`src/design/seven_segment_scan_controller_unit_macros.svh`:
```
// Assertion macros for the seven-segment scan controller.
// Included by the top level; no other dependencies.
`ifndef SEVEN_SEGMENT_SCAN_CONTROLLER_UNIT_MACROS_SVH
`define SEVEN_SEGMENT_SCAN_CONTROLLER_UNIT_MACROS_SVH

// same-cycle implication
`define SSSC_ASSERT_IMP(label, clk, rst_n, ante, cons) \
  label: assert property (@(posedge clk) disable iff (!rst_n) (ante) |-> (cons)) \
    else $error("assertion failed");

// next-cycle implication
`define SSSC_ASSERT_NXT(label, clk, rst_n, ante, cons) \
  label: assert property (@(posedge clk) disable iff (!rst_n) (ante) |=> (cons)) \
    else $error("assertion failed");

`endif

```
`src/design/sssc_pkg.sv`:
```
// Package for the seven-segment scan controller: types, register indexes,
// segment tables and small constant-divisor helpers. No dependencies.
package sssc_pkg;

  typedef enum logic [0:0] {
    ST_IDLE,
    ST_READ
  } sssc_state_t;

  typedef enum logic [1:0] {
    KIND_DIGIT  = 2'd0,
    KIND_LETTER = 2'd1,
    KIND_SIGN   = 2'd2,
    KIND_NONE   = 2'd3
  } sssc_kind_t;

  localparam logic FUNC_WRITE = 1'b0;
  localparam logic FUNC_TICK  = 1'b1;

  localparam logic [2:0] CFG_DISPLAY_ENABLE = 3'd0;
  localparam logic [2:0] CFG_FLASH_MODE     = 3'd1;
  localparam logic [2:0] CFG_LEFT_SHOWN     = 3'd2;
  localparam logic [2:0] CFG_RIGHT_SHOWN    = 3'd3;
  localparam logic [2:0] CFG_BLANK_POSITION = 3'd4;
  localparam logic [2:0] CFG_LED_ENABLES    = 3'd5;
  localparam logic [2:0] CFG_MIRROR_MODE    = 3'd6;

  localparam logic [1:0] FLASH_NONE   = 2'd0;
  localparam logic [1:0] FLASH_LEFT   = 2'd1;
  localparam logic [1:0] FLASH_RIGHT  = 2'd2;
  localparam logic [1:0] FLASH_SINGLE = 2'd3;

  localparam int DIGIT_COUNT = 8;
  localparam int CFG_IDX_W  = 3;
  localparam int CFG_DATA_W = 4;
  localparam int ENTRY_W    = 10;   // {kind, value}

  // v % 10 via reciprocal multiply; exact for all 8-bit v
  function automatic logic [3:0] mod10(input logic [7:0] v);
    logic [15:0] prod;
    logic [4:0]  q;
    logic [7:0]  tenq;
    logic [7:0]  rem;
    prod = 16'(v) * 16'd205;
    q    = prod[15:11];
    tenq = 8'(8'(q) * 8'd10);
    rem  = v - tenq;
    return rem[3:0];
  endfunction

  // (v - 26) % 26 for v >= 26; exact for every such 8-bit v
  function automatic logic [4:0] mod26_low(input logic [7:0] v);
    logic [7:0]  x;
    logic [15:0] prod;
    logic [4:0]  q;
    logic [7:0]  q26;
    logic [7:0]  rem;
    x    = v - 8'd26;
    prod = 16'(x) * 16'd79;
    q    = prod[15:11];
    q26  = 8'(8'(q) * 8'd26);
    rem  = x - q26;
    return rem[4:0];
  endfunction

  function automatic logic [6:0] seg_digit(input logic [3:0] idx, input logic mir);
    logic [6:0] s;
    unique case (idx)
      4'd0: s = mir ? 7'h3F : 7'h3F;
      4'd1: s = mir ? 7'h30 : 7'h06;
      4'd2: s = mir ? 7'h5B : 7'h5B;
      4'd3: s = mir ? 7'h79 : 7'h4F;
      4'd4: s = mir ? 7'h74 : 7'h66;
      4'd5: s = mir ? 7'h6D : 7'h6D;
      4'd6: s = mir ? 7'h6F : 7'h7D;
      4'd7: s = mir ? 7'h38 : 7'h07;
      4'd8: s = mir ? 7'h7F : 7'h7F;
      4'd9: s = mir ? 7'h7D : 7'h6F;
      default: s = 7'h00;
    endcase
    return s;
  endfunction

  function automatic logic [6:0] seg_letter(input logic [4:0] idx, input logic lower,
                                            input logic mir);
    logic [6:0] s;
    unique case (idx)
      5'd0:  s = mir ? 7'h7E : 7'h77;
      5'd1:  s = mir ? 7'h67 : 7'h7C;
      5'd2:  s = mir ? (lower ? 7'h43 : 7'h0F) : (lower ? 7'h58 : 7'h39);
      5'd3:  s = mir ? 7'h73 : 7'h5E;
      5'd4:  s = mir ? 7'h4F : 7'h79;
      5'd5:  s = mir ? 7'h4E : 7'h71;
      5'd6:  s = mir ? 7'h2F : 7'h3D;
      5'd7:  s = mir ? (lower ? 7'h66 : 7'h76) : (lower ? 7'h74 : 7'h76);
      5'd8:  s = mir ? 7'h20 : 7'h04;
      5'd9:  s = mir ? 7'h33 : 7'h1E;
      5'd10: s = mir ? 7'h57 : 7'h7A;
      5'd11: s = mir ? 7'h07 : 7'h38;
      5'd12: s = mir ? 7'h6A : 7'h55;
      5'd13: s = mir ? 7'h62 : 7'h54;
      5'd14: s = mir ? 7'h63 : 7'h5C;
      5'd15: s = mir ? 7'h5E : 7'h73;
      5'd16: s = mir ? 7'h7C : 7'h67;
      5'd17: s = mir ? 7'h42 : 7'h50;
      5'd18: s = mir ? 7'h6D : 7'h6D;
      5'd19: s = mir ? 7'h47 : 7'h78;
      5'd20, 5'd21, 5'd22:
             s = mir ? (lower ? 7'h23 : 7'h37) : (lower ? 7'h1C : 7'h3E);
      5'd23: s = 7'h76;
      5'd24: s = mir ? (lower ? 7'h6E : 7'h75) : 7'h6E;
      5'd25: s = mir ? (lower ? 7'h75 : 7'h5B) : 7'h5B;
      default: s = 7'h00;
    endcase
    return s;
  endfunction

  function automatic logic [6:0] seg_sign(input logic [1:0] idx, input logic mir);
    logic [6:0] s;
    unique case (idx)
      2'd0: s = 7'h00;
      2'd1: s = 7'h40;
      2'd2: s = mir ? 7'h20 : 7'h04;
      2'd3: s = mir ? 7'h30 : 7'h06;
      default: s = 7'h00;
    endcase
    return s;
  endfunction

endpackage

```
`src/design/seven_segment_scan_controller_unit.sv`:
```
// Timing: a write is stored at its accept edge and gives no result; an enabled tick is
// registered as the buffer read word, then decoded into the output register; a disabled
// tick loads the output register at its accept edge. Throughput: writes and disabled
// ticks 1 per cycle; input stalls in ST_READ and while the output is full and held.
// Reset (rst_n, synchronous): registers to defaults, scan position 0, entry valid bits
// cleared so every entry reads as digit zero until written.
`include "seven_segment_scan_controller_unit_macros.svh"

module seven_segment_scan_controller_unit
  import sssc_pkg::*;
(
  input  logic                   clk,
  input  logic                   rst_n,
  input  logic                   in_valid,
  output logic                   in_stall,
  input  logic                   in_func,
  input  logic [3:0]             in_entry_position,
  input  logic [1:0]             in_entry_kind,
  input  logic [7:0]             in_entry_value,
  output logic                   out_valid,
  input  logic                   out_stall,
  output logic [6:0]             out_segments,
  output logic [DIGIT_COUNT-1:0] out_digit_strobe,
  output logic                   out_led_on,
  input  logic                   cfg_wr_en,
  input  logic [CFG_IDX_W-1:0]   cfg_index,
  input  logic [CFG_DATA_W-1:0]  cfg_wr_data
);

  localparam int POS_W = $clog2(DIGIT_COUNT);

  sssc_state_t state_r, state_nxt;

  logic       display_enable_r;
  logic [1:0] flash_mode_r;
  logic       left_shown_r;
  logic       right_shown_r;
  logic [3:0] blank_position_r;
  logic [2:0] led_enables_r;
  logic       mirror_mode_r;

  logic [ENTRY_W-1:0]     entry_mem [DIGIT_COUNT];
  logic [DIGIT_COUNT-1:0] entry_vld_r;
  logic [ENTRY_W-1:0]     rd_word_r;
  logic                   rd_vld_r;
  logic [POS_W-1:0]       scan_pos_r, scan_pos_nxt;

  logic                   out_valid_r, out_valid_nxt;
  logic [6:0]             out_segments_r;
  logic [DIGIT_COUNT-1:0] out_strobe_r;
  logic                   out_led_r;

  logic             in_acc;
  logic             mem_we, mem_re, load_off, load_dec;
  logic [POS_W-1:0] wr_addr;

  logic [1:0]             dec_kind;
  logic [7:0]             dec_value;
  logic [6:0]             dec_seg;
  logic                   dec_shown;
  logic                   dec_led;
  logic [POS_W-1:0]       strobe_bit;
  logic [DIGIT_COUNT-1:0] dec_strobe;

  assign in_acc  = in_valid && !in_stall;
  assign wr_addr = in_entry_position[POS_W-1:0];

  // configuration registers
  always_ff @(posedge clk) begin
    if (!rst_n) begin
      display_enable_r <= 1'b1;
      flash_mode_r     <= FLASH_NONE;
      left_shown_r     <= 1'b0;
      right_shown_r    <= 1'b0;
      blank_position_r <= 4'(DIGIT_COUNT);
      led_enables_r    <= 3'd0;
      mirror_mode_r    <= 1'b0;
    end else if (cfg_wr_en) begin
      unique case (cfg_index)
        CFG_DISPLAY_ENABLE: display_enable_r <= cfg_wr_data[0];
        CFG_FLASH_MODE:     flash_mode_r     <= cfg_wr_data[1:0];
        CFG_LEFT_SHOWN:     left_shown_r     <= cfg_wr_data[0];
        CFG_RIGHT_SHOWN:    right_shown_r    <= cfg_wr_data[0];
        CFG_BLANK_POSITION: blank_position_r <= cfg_wr_data[3:0];
        CFG_LED_ENABLES:    led_enables_r    <= cfg_wr_data[2:0];
        CFG_MIRROR_MODE:    mirror_mode_r    <= cfg_wr_data[0];
        default: ;
      endcase
    end
  end

  // next state
  always_comb begin
    state_nxt = state_r;
    unique case (state_r)
      ST_IDLE: if (in_acc && in_func == FUNC_TICK && display_enable_r) state_nxt = ST_READ;
      ST_READ: state_nxt = ST_IDLE;
      default: state_nxt = ST_IDLE;
    endcase
  end

  // control outputs
  always_comb begin
    in_stall = 1'b1;
    mem_we   = 1'b0;
    mem_re   = 1'b0;
    load_off = 1'b0;
    load_dec = 1'b0;
    unique case (state_r)
      ST_IDLE: begin
        in_stall = out_valid_r && out_stall;
        mem_we   = in_acc && in_func == FUNC_WRITE &&
                   in_entry_position < 4'(DIGIT_COUNT);
        mem_re   = in_acc && in_func == FUNC_TICK && display_enable_r;
        load_off = in_acc && in_func == FUNC_TICK && !display_enable_r;
      end
      ST_READ: load_dec = 1'b1;
      default: ;
    endcase
  end

  always_ff @(posedge clk) begin
    if (!rst_n) begin
      state_r <= ST_IDLE;
    end else begin
      state_r <= state_nxt;
    end
  end

  // display buffer: one write port, one registered read port
  always_ff @(posedge clk) begin
    if (mem_we) begin
      entry_mem[wr_addr] <= {in_entry_kind, in_entry_value};
    end
    if (mem_re) begin
      rd_word_r <= entry_mem[scan_pos_r];
    end
  end

  always_ff @(posedge clk) begin
    if (!rst_n) begin
      entry_vld_r <= '0;
      rd_vld_r    <= 1'b0;
    end else begin
      if (mem_we) entry_vld_r[wr_addr] <= 1'b1;
      if (mem_re) rd_vld_r <= entry_vld_r[scan_pos_r];
    end
  end

  // decode of the entry just read; never-written entries read as digit zero
  always_comb begin
    dec_kind  = rd_vld_r ? rd_word_r[9:8] : KIND_DIGIT;
    dec_value = rd_vld_r ? rd_word_r[7:0] : 8'd0;
    case (dec_kind)
      KIND_DIGIT:  dec_seg = seg_digit(mod10(dec_value), mirror_mode_r);
      KIND_LETTER: begin
        if (dec_value >= 8'd26) dec_seg = seg_letter(mod26_low(dec_value), 1'b1,
                                                     mirror_mode_r);
        else                    dec_seg = seg_letter(dec_value[4:0], 1'b0, mirror_mode_r);
      end
      KIND_SIGN:   dec_seg = seg_sign(dec_value[1:0], mirror_mode_r);
      default:     dec_seg = 7'h00;
    endcase

    dec_shown = 1'b1;
    if (flash_mode_r == FLASH_LEFT && !left_shown_r &&
        scan_pos_r < POS_W'(DIGIT_COUNT / 2)) begin
      dec_shown = 1'b0;
    end else if (flash_mode_r == FLASH_RIGHT && !right_shown_r &&
                 scan_pos_r >= POS_W'(DIGIT_COUNT / 2)) begin
      dec_shown = 1'b0;
    end else if (flash_mode_r == FLASH_SINGLE && blank_position_r < 4'(DIGIT_COUNT) &&
                 scan_pos_r == blank_position_r[POS_W-1:0]) begin
      dec_shown = 1'b0;
    end

    dec_led = (scan_pos_r == POS_W'(0) && led_enables_r[0]) ||
              (scan_pos_r == POS_W'(2) && led_enables_r[1]) ||
              (scan_pos_r == POS_W'(4) && led_enables_r[2]);

    strobe_bit = mirror_mode_r ? POS_W'(DIGIT_COUNT - 1) - scan_pos_r : scan_pos_r;
    dec_strobe = DIGIT_COUNT'(1) << strobe_bit;
  end

  always_comb begin
    scan_pos_nxt = scan_pos_r;
    if (load_dec) begin
      scan_pos_nxt = (scan_pos_r == POS_W'(DIGIT_COUNT - 1)) ? '0 : scan_pos_r + POS_W'(1);
    end
  end

  always_comb begin
    out_valid_nxt = out_valid_r;
    if (load_off || load_dec)         out_valid_nxt = 1'b1;
    else if (out_valid_r && !out_stall) out_valid_nxt = 1'b0;
  end

  always_ff @(posedge clk) begin
    if (!rst_n) begin
      scan_pos_r  <= '0;
      out_valid_r <= 1'b0;
    end else begin
      scan_pos_r  <= scan_pos_nxt;
      out_valid_r <= out_valid_nxt;
    end
  end

  // output payload register
  always_ff @(posedge clk) begin
    if (load_off) begin
      out_segments_r <= 7'h00;
      out_strobe_r   <= '0;
      out_led_r      <= 1'b0;
    end else if (load_dec) begin
      out_segments_r <= dec_shown ? dec_seg : 7'h00;
      out_strobe_r   <= dec_strobe;
      out_led_r      <= dec_led;
    end
  end

  assign out_valid        = out_valid_r;
  assign out_segments     = out_segments_r;
  assign out_digit_strobe = out_strobe_r;
  assign out_led_on       = out_led_r;

  `SSSC_ASSERT_NXT(a_tick_reads, clk, rst_n,
    in_acc && in_func == FUNC_TICK && display_enable_r, state_r == ST_READ && !in_stall == 1'b0)
  `SSSC_ASSERT_NXT(a_read_loads, clk, rst_n, state_r == ST_READ, out_valid_r)
  `SSSC_ASSERT_IMP(a_strobe_onehot0, clk, rst_n, out_valid_r, $onehot0(out_strobe_r))
  `SSSC_ASSERT_IMP(a_off_dark, clk, rst_n, out_valid_r && out_strobe_r == '0,
    out_segments_r == 7'h00 && !out_led_r)
  `SSSC_ASSERT_NXT(a_write_holds_pos, clk, rst_n, in_acc && in_func == FUNC_WRITE,
    scan_pos_r == $past(scan_pos_r))

endmodule
```
`config.mk`:
```
export PLATFORM = sky130hd
export DESIGN_NAME = seven_segment_scan_controller_unit
export DESIGN_NICKNAME = d
export VERILOG_FILES = /design/src/design/sssc_pkg.sv /design/src/design/seven_segment_scan_controller_unit.sv
export VERILOG_INCLUDE_DIRS = /design/src /design/src/design
export SDC_FILE = /design/constraint.sdc
export NUM_CORES = 1
export LEC_CHECK = 0
export BUFFER_PORTS_ARGS = -buffer_cell sky130_fd_sc_hd__buf_2
export CAP_MARGIN = 20
export CORE_MARGIN = 5
export CORE_UTILIZATION = 60
export CTS_CLUSTER_DIAMETER = 40
export CTS_CLUSTER_SIZE = 20
export DETAILED_ROUTE_END_ITERATION = 12
export PLACE_DENSITY = 0.81
export SYNTH_ARGS = -nofsm -noshare
export SYNTH_HDL_FRONTEND = slang
export SYNTH_SLANG_ARGS = --single-unit
export TNS_END_PERCENT = 10
```
`constraint.sdc`:
```
create_clock -name clk -period 17.8 [get_ports clk]
set_clock_uncertainty 0.15 [all_clocks]
set_input_delay 4.45 -clock clk [delete_from_list [all_inputs] [get_ports clk]]
set_output_delay 4.45 -clock clk [all_outputs]
set_load 0.1 [all_outputs]
```
# == Word-level counts from Yosys, hierarchy flattened ==
# Memories as Yosys holds them, arrays and structs flattened. A register that Yosys moved wholly into a read port is not among the register bits.
# Index checks and enable logic that the tools add are counted.
# W data, S select, Z words.
# op_classes
multipliers,4
n_shift,1
bitwise,3
eq_ne,77
order_cmp,8
n_addsub,5
n_reduce_logical,44
n_mux,59
# op_table
operator,n
$pmux W7 S24,1
$pmux W7 S23,1
$mux W6,18
$eq A5 B5 Y1 const B,20
$eq A5 B4 Y1 const B,16
$pmux W7 S10,1
$mux W5,10
$eq A5 B3 Y1 const B,8
$pmux W7 S4,1
$pmux W7 S3,1
$eq A5 B2 Y1 const B,4
$logic_and A1 B1 Y1,18
$eq A4 B3 Y1 const B,4
$mul A8 B8 Y16 const B,1
$eq A3 B3 Y1 const B,5
$mul A8 B7 Y15 const B,1
$mux W1,15
$mux W7,2
$reduce_and A2 Y1,7
$eq A2 B2 Y1 const B,5
$eq A5 B1 Y1 const B,2
$logic_not A5 Y1,2
$eq A3 B2 Y1 const B,3
$eq A4 B2 Y1 const B,2
other kinds (36),53
# word_totals
n_memories,1
output_inout_bits,18
mem_bits_rw,80
elab_cells,217
regBits,43
inputBits,27
# mem_list
name,words,width,rd,rd_clocked_by_memory_dff,write_ports,line_no,source
entry_mem,8,10,1,1,1,seven_segment_scan_controller_unit.sv:42,logic [ENTRY_W-1:0] entry_mem [DIGIT_COUNT];

# == Logic depth before layout (Yosys ltp) ==
# depth
ltp_word,11
depth_mapped,34
ltp_nobuf,32

# == Worst setup path before layout ==
# Ideal clock, no wire load.
# synth_timing
path_type,input port to output port
from,in out_stall
to,out in_stall
setup_slack_ns,7.960
required_ns,13.200
arrival_time_ns,5.240
stages,2
cell_sequence,a21oi_1 inv_1
# synth_between
elab_chain_len,2
# synth_rtl
element,line_no,source
start: declaration,seven_segment_scan_controller_unit.sv:21,"input logic out_stall,"
$logic_and A1 B1 Y1,seven_segment_scan_controller_unit.sv:111,in_stall = out_valid_r && out_stall;
$mux W1,seven_segment_scan_controller_unit.sv:109,unique case (state_r)
end: declaration,seven_segment_scan_controller_unit.sv:15,"output logic in_stall,"
# No other way between the ends.

# == Worst setup path after layout ==
# Same ends and word-level chain as after synthesis.

==> impl_results.md <==
- Status: complete, no violations
- Pre-Repair DR Iteration Count: 6
- Starting density of the core: 60.44%
- Post-DP HPWL: 14790 um
- CTS Root Cell: clkbuf_16
- Setup_tns: 0 ns
- Worst-path maximum fanout: 6
- Total Power: 1.762 mW
- CTS clock-pin slew for the worst setup and hold paths: 0.05 ns
- TritonCTS Buffers: 17
- GP Congestion: 0.9124
- Ys async rst share: 0%
- RSZ-0062 raised after global routing: no
- CP Capture Type: output pin
- Drt drc: 0
- Sink Count: 133
- Maximum vdd drop: 0.1691 mV
- DR vias/cell: 6.130
- Final min period: 9.894 ns
- Most frequent cells in the layout: nand2_1, nor2_1, inv_1
- Setup Buffers After CTS: 0
- Largest net degree at the start of global routing: 36
- Max-slew headroom: 26.37%
- Slew Viols, Final: 0
- Ys Warns: 0
- Final Hold Vio Count: 0
- Hold WC Path Type: register to register
- Die width: 135.6 um
- # fillers: 1190
- Cell Pwr Density: 167.9 nW/um^2
- First-pass GRT wire length: 36430 um
- Port Buffer Count: 44
- Clock buffer depth: 2
- Syn avg cell area: 9.774 sq um
- Wire per inst: 17.98 um
- CP Launch Type: input port
- DIE HEIGHT: 135.6 um
- # Max-Cap Violations: 0
- Final wirelength: 21940 um
- Netlist cell types: 81
- Sequential share of the synthesized area: 37.66%
- Leading cell type in the layout, fill and taps excluded: nand2_1
- CP most frequent cell: buf_2
- Synthesized area: 9462 sq um
- Row Count: 46
- Flops & latches, synth: 133
- Initial antenna violation count: 0
- NumNets Final: 1124
- Final Instance Area: 10500 sq um
- Placed cells: 1185
- Core Box Area: 15660 sq um
- Congestion Overflow GR: 0
- Critical Path, Cell by Cell: buf_2 > a21oi_1 > inv_1 > buf_2
- WP data arrival: 5.29 ns
- Period utilization: 55.59%
- Routed via count: 7479
- I/O pin count: 45
- Post-Synthesis Cells: 968
- Area of placed instances: 9799 sq um
- Ratio of cells with drive above 1 in the final layout: 13.15%
- Reg2Reg Depth: 31
- Ant diodes: 0
- Fin Hold WS: 0.3261 ns
- Die Footprint: 18380 sq um
- EDFF count, synth: 90
- Critical path startpoint: out_stall
- # hold bufs at CTS: 0
- LEAKAGE: 4.353 nW
- Antenna viol nets, final: 0
- Max Fclk: 101.1 MHz
- Hold path cells: 2
- Slowest CP cell: a21oi_1
- Syn Nets: 1100
- Clock Latency Late Sink: 0.41 ns
- Worst reg2reg setup slack: 8.64 ns
- CTS H-tree depth: 4
- Hold Startpoint: out_led_on
- Worst r2r src: rd_vld_r
- PostCTS Resize Cnt: 0
- Global Route Usage Sum: 24.72%
- Synth-to-layout area growth: 10.95%
- Worst-Margin Slew: 1.100 ns
- WP data required: 13.20 ns
- Slowest Stage Delay on Critical Path: 0.37 ns
- Non-filler cells, final: 1220
- Number of global-route vias before repair: 7385
- Top_reg_cell synth: edfxtp_1
- Critical path class: input port to output pin
- CTS tree: built
- Endpoints failing setup: 0
- Initial drt markers: 790
## synthesized netlist by cell type, types with 5 or more instances
master      n  area (sq um)
o22ai_1     9         56.30
nand2_1   106         397.9
and2_1      5         31.28
clkbuf_1   39         146.4
a21oi_1    52         260.3
o31ai_1    11         82.58
xnor2_1    22         192.7
fa_1       23         460.4
nand4_1     6         37.54
a211oi_1    7         52.55
xor2_1      9         78.83
edfxtp_1   90          2703
o21ai_0    40         200.2
nand3_1    21         105.1
a22oi_1    15         112.6
mux2i_1    15         150.1
ha_1       82          1026
nor2_1     94         352.8
dfxtp_1    43         860.8
buf_1       8         30.03
nor3_1     20         100.1
mux4_2     22         495.5
inv_1      93         349.1
o211ai_1    8         60.06
nor2b_1     5         31.28
a31oi_1    14         87.58
## final timing paths
| path | endpoint |
|---|---|
| hold reg to reg | out_led_on |
| hold / removal | out_led_on |
| setup / recovery | in_stall |
| setup reg to reg | out_segments[5] |
## flip-flops by register name (all words and copies together) (netlist names), 2 cells and up
signal            cells
blank_position_r      4
entry_mem            80
entry_vld_r           8
flash_mode_r          2
led_enables_r         3
out_digit_strobe      8
out_segments          7
rd_word_r            10
scan_pos_r            3
## power breakdown
| group | leakage [nW] | internal [mW] | switching, mW |
|---|---|---|---|
| Sequential | 1.16 | 0.340 | 0.00943 |
| Clock | 0.318 | 0.262 | 0.126 |
| Combinational | 2.87 | 0.373 | 0.652 |
## critical path, delay by kind of cell
kind                   cells  cell delay, ns
AO/OA/AOI/OAI              1            0.37
buffers and inverters      3            0.47
## final cells by class
class,instances,area (sq um),share of cell area (%)
clock buffers,18,429.2,4.088
clock inverters,13,231.5,2.205
inverters,96,360.3,3.433
multi-input cells,690,5339,50.86
flip-flops and latches,133,3565,33.96
well taps,216,270.3,2.574
repair buffers,54,302.8,2.884
## metrics by stage
stage	worst slack (ns)	utilization (%)
5_1_grt	7.824	67.06
2_1_floorplan	7.960	-
3_3_place_gp	7.952	62.60
6_report	7.906	67.06
4_1_cts	7.929	66.82
3_5_place_dp	7.938	62.60
## cells by family (layout without fill, tap and decap cells)
| group | after synthesis | count (layout) | synth area share, % |
|---|---|---|---|
| compound gates | 221 | 221 | 16.13 |
| xor+xnor | 34 | 34 | 3.597 |
| fa+ha+maj | 105 | 105 | 15.71 |
| buf+inv | 145 | 181 | 5.911 |
| flops | 133 | 133 | 37.66 |
| mux | 41 | 41 | 7.300 |
| simple gates | 289 | 289 | 13.69 |
## metal layers
layer	wire, um	track usage [%]	part of all wire, %	vias to the layer above
li1	-	-	-	3549
met1	8855	31.40	40	3590
met5	0	0	0	-
met3	1379	3.603	6.3	32
met2	11380	44.25	52	308
met4	322	6.719	1.5	0
Note: power is estimated with default switching activity, not from simulation.
